<file path="src/rtl/ttl_pkg.sv">
// shared types, constants and angle table for the thrust tilt limiter
`timescale 1ns / 1ps
`default_nettype none
package ttl_pkg;

    localparam int IN_W       = 32;
    localparam int DIR_W      = 16;
    localparam int ANG_W      = 15;
    localparam int CFG_IDX_W  = 1;
    localparam int CORDIC_N   = 18;
    localparam int SQRT_N     = 32;
    localparam int DIV_N      = 16;

    localparam logic [ANG_W-1:0] PI_Q13     = 15'd25736;
    localparam logic [ANG_W-1:0] ENABLE_MIN = 15'd9;
    localparam logic signed [19:0] HALF_PI_Q16 = 20'sd102944;
    localparam logic signed [33:0] GAIN_Q30    = 34'sd652032874;
    localparam logic signed [DIR_W-1:0] UNIT_Q14 = 16'sd16384;

    localparam logic [CFG_IDX_W-1:0] CFG_FAIL  = 1'b0;
    localparam logic [CFG_IDX_W-1:0] CFG_CLAMP = 1'b1;

    // magnitudes after normalising, with the signs of the raw components
    typedef struct packed {
        logic [31:0] ax;
        logic [31:0] ay;
        logic [31:0] az;
        logic        nx;
        logic        ny;
        logic        nz;
        logic        zero;
    } t_vec;

    function automatic logic signed [19:0] atan_q16(input int i);
        logic signed [19:0] v;
        case (i)
            0:       v = 20'sd51472;
            1:       v = 20'sd30386;
            2:       v = 20'sd16055;
            3:       v = 20'sd8150;
            4:       v = 20'sd4091;
            5:       v = 20'sd2047;
            6:       v = 20'sd1024;
            7:       v = 20'sd512;
            8:       v = 20'sd256;
            9:       v = 20'sd128;
            10:      v = 20'sd64;
            11:      v = 20'sd32;
            12:      v = 20'sd16;
            13:      v = 20'sd8;
            14:      v = 20'sd4;
            15:      v = 20'sd2;
            16:      v = 20'sd1;
            default: v = 20'sd0;
        endcase
        return v;
    endfunction

endpackage
`default_nettype wire

</file>
<file path="src/rtl/ttl_fifo.sv">
// short queue between the front end and the arithmetic pipeline
`timescale 1ns / 1ps
`default_nettype none
module ttl_fifo
    import ttl_pkg::*;
#(
    parameter int DEPTH = 4
) (
    input  wire logic i_clk,
    input  wire logic i_rst_n,
    input  wire logic i_push,
    input  t_vec      i_data,
    output logic      o_ready,
    input  wire logic i_pop,
    output logic      o_valid,
    output t_vec      o_data
);

    localparam int PW = (DEPTH > 1) ? $clog2(DEPTH) : 1;
    localparam int CW = $clog2(DEPTH + 1);

    t_vec          r_mem [DEPTH];
    logic [PW-1:0] r_wr, r_rd;
    logic [CW-1:0] r_cnt;
    logic          push_ok, pop_ok;

    assign o_ready = (r_cnt != CW'(DEPTH));
    assign o_valid = (r_cnt != '0);
    assign o_data  = r_mem[r_rd];
    assign push_ok = i_push && o_ready;
    assign pop_ok  = i_pop && o_valid;

    function automatic logic [PW-1:0] inc(input logic [PW-1:0] p);
        return (p == PW'(DEPTH - 1)) ? '0 : p + PW'(1);
    endfunction

    always_ff @(posedge i_clk) begin
        if (!i_rst_n) begin
            r_wr  <= '0;
            r_rd  <= '0;
            r_cnt <= '0;
        end else begin
            if (push_ok) begin
                r_wr <= inc(r_wr);
            end
            if (pop_ok) begin
                r_rd <= inc(r_rd);
            end
            if (push_ok && !pop_ok) begin
                r_cnt <= r_cnt + CW'(1);
            end else if (pop_ok && !push_ok) begin
                r_cnt <= r_cnt - CW'(1);
            end
        end
    end

    always_ff @(posedge i_clk) begin
        if (push_ok) begin
            r_mem[r_wr] <= i_data;
        end
    end

endmodule
`default_nettype wire

</file>
<file path="config.mk">
export PLATFORM = sky130hd
export DESIGN_NAME = ttl_fifo
export DESIGN_NICKNAME = d
export VERILOG_FILES = /design/src/rtl/ttl_pkg.sv /design/src/rtl/ttl_fifo.sv
export SDC_FILE = /design/constraint.sdc
export NUM_CORES = 1
export LEC_CHECK = 0
export BUFFER_PORTS_ARGS = -buffer_cell sky130_fd_sc_hd__buf_2
export CAP_MARGIN = 20
export CELL_PAD_IN_SITES_DETAIL_PLACEMENT = 1
export CELL_PAD_IN_SITES_GLOBAL_PLACEMENT = 1
export CORE_UTILIZATION = 45
export DETAILED_ROUTE_END_ITERATION = 16
export GPL_ROUTABILITY_DRIVEN = 0
export GPL_TIMING_DRIVEN = 0
export HOLD_SLACK_MARGIN = 0.02
export PLACE_DENSITY_LB_ADDON = 0.1
export SKIP_CTS_REPAIR_TIMING = 1
export SYNTH_ARGS = -nofsm -noshare
export SYNTH_HDL_FRONTEND = slang
export SYNTH_SLANG_ARGS = --single-unit
</file>
<file path="constraint.sdc">
create_clock -name i_clk -period 2.6 [get_ports i_clk]
set_clock_uncertainty 0.05 [all_clocks]
set_input_delay 0.52 -clock i_clk [delete_from_list [all_inputs] [get_ports i_clk]]
set_output_delay 0.52 -clock i_clk [all_outputs]
set_load 0.05 [all_outputs]
</file>
==> results of run 1 <==
==> critical path, cell delays in order (launching register included) <==
cell and delay (ps):
dfxtp_4 400, clkbuf_16 180, buf_6 190, mux4_2 530, buf_2 240
==> stage by stage <==
stage          power (µW)  cell area (µm²)  hold slack (ps)
2_1_floorplan       12700            14900              418
3_3_place_gp        14000            16500              428
3_5_place_dp        14200            16600              461
4_1_cts             19900            17900              131
5_1_grt             21100            18500              137
6_report            20300            18500              153
==> placed cells by master, fill, tap and decap left out, types with 8 or more instances in the layout <==
master / instances
clkbuf_16: 50
clkbuf_1: 11
buf_2: 159
buf_6: 50
mux4_2: 100
clkinv_1: 8
edfxtp_1: 400
dfxtp_1: 8
==> layer usage <==
metal | global-route usage [%] | vias to the layer above | part of all wire (%) | routed length (µm)
li1 | - | 3003 | - | -
met1 | 21.1 | 3585 | 40 | 11800
met2 | 30.0 | 193 | 51 | 15100
met3 | 4.95 | 49 | 6.3 | 1850
met4 | 4.90 | 4 | 1.9 | 554
met5 | 0 | - | 0.099 | 29
==> final cells by class <==
cell class                 count  area (µm²)  share of cell area, %
tap                          442         553                   2.99
buffer                        24         278                   1.50
clock inverter                18         134                  0.724
multi-input combinational    137        2560                   13.8
timing repair buffer         215        1580                   8.53
sequential                   409       12200                   65.9
antenna                        4        10.0                 0.0541
clock buffer                  56        1180                   6.37
inverter                       3        11.3                 0.0609
==> power by group through the flow <==
stage | clock network, µW | logic, µW | registers, µW
floorplan | 0 | 4420 | 8250
global placement | 0 | 5680 | 8300
detailed placement | 0 | 5870 | 8300
CTS | 5800 | 5900 | 8160
global route | 5990 | 6850 | 8230
finish | 5640 | 6530 | 8170
==> Yosys cell counts (2+ instances only) <==
master,instances,area [µm²]
and3_2,4,30.0
buf_1,2,7.51
buf_2,2,10.0
buf_4,10,75.1
clkbuf_1,9,33.8
dfxtp_1,9,180
edfxtp_1,400,12000
ha_1,6,75.1
inv_1,3,11.3
mux2i_1,2,20.0
mux4_2,100,2250
nand2_1,5,18.8
nand3_1,2,10.0
nor2_1,2,7.51
o21ai_0,3,15.0
or3_2,2,15.0
==> flip-flops by register name, indices dropped and copies added, names as in the netlist, named ones only <==
register and count:
r_mem 400, r_cnt 3, r_wr 2, r_rd 2
==> cells by family (layout without fill, tap and decap cells) <==
| family | count (synthesis) | in the layout |
|---|---|---|
| compound gates | 6 | 6 |
| mux | 102 | 102 |
| flops | 409 | 409 |
| buf+inv | 27 | 316 |
| xor+xnor | 2 | 2 |
| fa+ha+maj | 7 | 7 |
| other cells | 0 | 4 |
| simple gates | 20 | 20 |
==> how the worst min path moves through the flow <==
stage / to / slack, ps / cells after the start
CTS: r_mem[3][9] / 130 / 1
detailed placement: r_wr[1] / 460 / 2
floorplan: r_wr[1] / 420 / 2
global placement: r_wr[1] / 430 / 2
finish: r_mem[0][80] / 150 / 1
global route: r_mem[3][9] / 140 / 1
==> metrics.md, run 1 <==
| Metric | Value |
|---|---|
| Outcome | complete, but fails checks |
| Failing checks | negative setup slack |
| Site Rows | 66 |
| All-layer global routing usage | 17.3% |
| Tmin final | 2620 ps |
| TritonCTS clock tree | built |
| Routed wire length | 29,300 µm |
| Die ar. | 33,800 µm² |
| Clock sink total | 409 |
| Routed Antenna Nets | 0 |
| Worst setup margin | -22.6 ps |
| Syn Area/Cell | 26.0 µm² |
| Vias in the first global route | 7,485 |
| Crit start category | flip-flop |
| Fin. max-slew vios | 0 |
| Worst-Margin Slew | 900 ps |
| Reg2reg start | r_cnt[1] |
| Htree depth | 2 |
| Util after Layout | 56.8% |
| Fillers | 2,803 |
| Vias per cell | 5.22 |
| Required @ worst endpoint | 2030 ps |
| WP data arrival | 2050 ps |
| Ys async rst share | 0% |
| Post-DP HPWL | 18,000 µm |
| Layout cell share with drive strength beyond 1 | 46.8% |
| Max cap viols | 0 |
| Buffers on Ports | 205 |
| First-pass GRT wire length | 43,300 µm |
| Fin nets | 943 |
| Combinational share of power | 32.1% |
| Io pins | 206 |
| FF+latch count, synth | 409 |
| Post-synth top flop | edfxtp_1 |
| Total gr overflow | 0 |
| CTS root buf | clkbuf_16 |
| Fmax | 381 MHz |
| VDD IR max | 683 µV |
| Crit share post-route | 101% |
| Internal | 13,700 µW |
| CP endpoint kind | output port |
| Die span in y | 184 µm |
| Fraction of synthesized area in multiplexers | 15.3% |
| Slew headroom | 40.0% |
| Area grow syn2layout | 24.3% |
| CTS clock-pin slew for the worst setup and hold paths | 60 ps |
| Sequential fraction of the synthesis area | 81.9% |
| Number of library cell types mapped by synthesis | 28 |
| Setup violators final | 16 |
| Clock Power Share | 27.7% |
| Switching share of power | 32.5% |
| Post-synthesis adder-cell area fraction | 0.639% |
| FF-to-FF setup slack | 240 ps |
| Xor/xnor cell area share of the yosys netlist | 0.118% |
| Initial antenna violation count | 6 |
| Cts bufs inserted | 42 |
| Die W | 184 µm |
| DR iter-0 viols | 399 |
| Sw power | 6610 µW |
| Mapped Cells | 573 |
| Ys Warns | 0 |
| Reg2Reg Depth | 7 |
| Worst skew pair latency | 520 ps |
| Largest fanout on the critical path | 10 |
| Post-synthesis compound-gate area fraction | 0.235% |
| Critical path class | reg2out |
| Post-Synth Simple-Gate Area | 0.791% |
| CTS max path bufs | 3 |
| Placed Instances | 1,225 |
| Sequential power share | 40.2% |
| Final hold vios | 0 |
| Wire per inst | 22.4 µm |
| R2r endpoint | r_cnt[2] |
| Power Dens Cells | 1100 nW/µm² |
| Total Neg Setup Slack | -158 ps |
| Via count | 6,834 |
| CP endpoint | o_data[22] |
| Hold Crit Class | in2reg |
| Largest family of logic cells by synthesized area | multiplexers |
| Largest net degree at the start of global routing | 53 |
| Place WS | 67.8 ps |
| DRT Pass-1 Iters | 4 |
| Filler-free cell count of the finished design | 1,308 |
| Hold Startpoint | i_data[80] |
| Static Leakage | 0.00621 µW |
| Syn nets | 684 |
| Post-synth EDFFs | 400 |
| RSZ-0062 raised after global routing | yes |
| Mapped cell area | 14,900 µm² |
| Initial Utilization | 45.7% |
| Remaining DRCs | 0 |
| Core area | 32,500 µm² |
No activity file was read; power rests on OpenSTA's default activity.
==> run 2: changes to the inputs <==
--- a/config.mk
+++ b/config.mk
@@ -9,7 +9,8 @@
 export CAP_MARGIN = 20
 export CELL_PAD_IN_SITES_DETAIL_PLACEMENT = 1
 export CELL_PAD_IN_SITES_GLOBAL_PLACEMENT = 1
-export CORE_UTILIZATION = 45
+export CORE_ASPECT_RATIO = 0.6
+export CORE_UTILIZATION = 40
 export DETAILED_ROUTE_END_ITERATION = 16
 export GPL_ROUTABILITY_DRIVEN = 0
 export GPL_TIMING_DRIVEN = 0
==> run 2 against run 1 <==
Against the previous run: the flow now finishes without violations; cell count increased by 1.8%; register-to-register slack got worse by 40 ps; final area decreased by 1.6%; clock power decreased by 3.9%; wire length increased by 2.2%; setup slack improved by 37 ps; first-iteration DRC count decreased by 17%; maximum frequency increased by 1.4%; die area increased by 12%; non-clock buffer count decreased by 4; critical path depth unchanged; critical endpoint is now o_data[35].
==> metrics.md, run 2 (synthesis results as in run 1) <==
| Metric | Value |
|---|---|
| Via count | 6,714 |
| Max FFs per register | 400 |
| Layout cell share with drive strength beyond 1 | 46.3% |
| Remaining DRCs | 0 |
| Hold Crit Class | in2reg |
| Die span in y | 151 µm |
| Top reg by flops | r_mem |
| All-layer global routing usage | 15.6% |
| Crit start category | flip-flop |
| DRT Pass-1 Iters | 4 |
| Worst setup margin | 14.9 ps |
| Initial Utilization | 40.8% |
| Setup violators final | 0 |
| Required @ worst endpoint | 2030 ps |
| Routed Antenna Nets | 0 |
| Clock sink total | 409 |
| Place WS | 32.4 ps |
| Dpl cell area | 16,700 µm² |
| CTS root buf | clkbuf_16 |
| Reg2Reg Depth | 9 |
| Max cap viols | 0 |
| TritonCTS clock tree | built |
| Static Leakage | 0.00607 µW |
| Largest fanout on the critical path | 10 |
| Worst-Margin Slew | 806 ps |
| Core area | 36,500 µm² |
| CTS clock-pin slew for the worst setup and hold paths | 60 ps |
| RSZ-0062 raised after global routing | yes |
| Site Rows | 54 |
| Crit share post-route | 99.4% |
| Fin nets | 936 |
| DR iter-0 viols | 330 |
| Util after Layout | 49.9% |
| Vias per cell | 5.04 |
| Fillers | 3,263 |
| Post-DP HPWL | 18,300 µm |
| Final hold vios | 0 |
| WP data arrival | 2020 ps |
| Most common cell after layout, fill and taps aside | edfxtp_1 |
| Routed wire length | 29,900 µm |
| Vias in the first global route | 7,353 |
| Most frequent cells in the layout | edfxtp_1, buf_2, mux4_2 |
| Largest net degree at the start of global routing | 56 |
| Outcome | complete, no violations |
| Cts bufs inserted | 39 |
| CP endpoint kind | output port |
| VDD IR max | 698 µV |
| Hold depth | 1 |
| Largest registers | r_mem x400, r_cnt x3 |
| CTS max path bufs | 3 |
| Wire per inst | 22.5 µm |
| Htree depth | 2 |
| Slew headroom | 46.3% |
| Tmin final | 2590 ps |
| Total Neg Setup Slack | 0 ps |
| Fin. max-slew vios | 0 |
| Die W | 251 µm |
| Fin area | 18,200 µm² |
| Power Dens Cells | 1090 nW/µm² |
| Critical path class | reg2out |
| Initial antenna violation count | 3 |
| Die ar. | 38,000 µm² |
| Total gr overflow | 0 |
| First-pass GRT wire length | 44,100 µm |
| Worst skew pair latency | 530 ps |
| Buffers on Ports | 205 |
| Area grow syn2layout | 22.3% |
| Io pins | 206 |
| Fmax | 387 MHz |
==> run 2: critical path, cell delays in order, from the launching register on <==
cell and delay (ps):
dfxtp_4 370, clkbuf_16 180, buf_8 180, mux4_2 530, buf_2 230
==> run 2: report_power, final <==
group	internal [µW]	total [µW]	switching, µW
clock	3090	5420	2330
combinational	2120	6190	4080
sequential	7990	8170	181
==> run 2: final timing paths <==
check                                 from           end  slack, ps
worst min-delay path            i_data[41]  r_mem[2][41]        150
worst max register to register    r_cnt[0]      r_cnt[2]        200
worst max-delay path             flip-flop    o_data[35]         10
worst min register to register     r_wr[0]       r_wr[0]        460
==> run 2: metrics by stage <==
stage	std cells	total power, µW	hold WS, ps
after floorplan	573	12700	418
after global placement	1254	14000	429
after detailed placement	1259	14200	464
after CTS	1329	19600	120
after global routing	1330	20500	128
final	1332	19800	148
==> run 2: metal layers <==
metal  wire length, µm  track usage (%)  part of all wire [%]
met5                10                0                 0.033
met3              1890             4.86                   6.3
met4               563             4.24                   1.9
met2             14700             25.9                    49
met1             12800             20.2                    43
==> run 2: area by class of cell <==
class	instances	area, µm²	area share [%]
Clock buffer	54	1070	5.91
Timing Repair Buffer	211	1320	7.28
Multi-Input combinational cell	137	2560	14.1
Buffer	24	305	1.68
Antenna cell	2	5.00	0.0275
Sequential cell	409	12200	67.0
Clock inverter	16	124	0.681
Tap cell	476	596	3.27
Inverter	3	11.3	0.0619
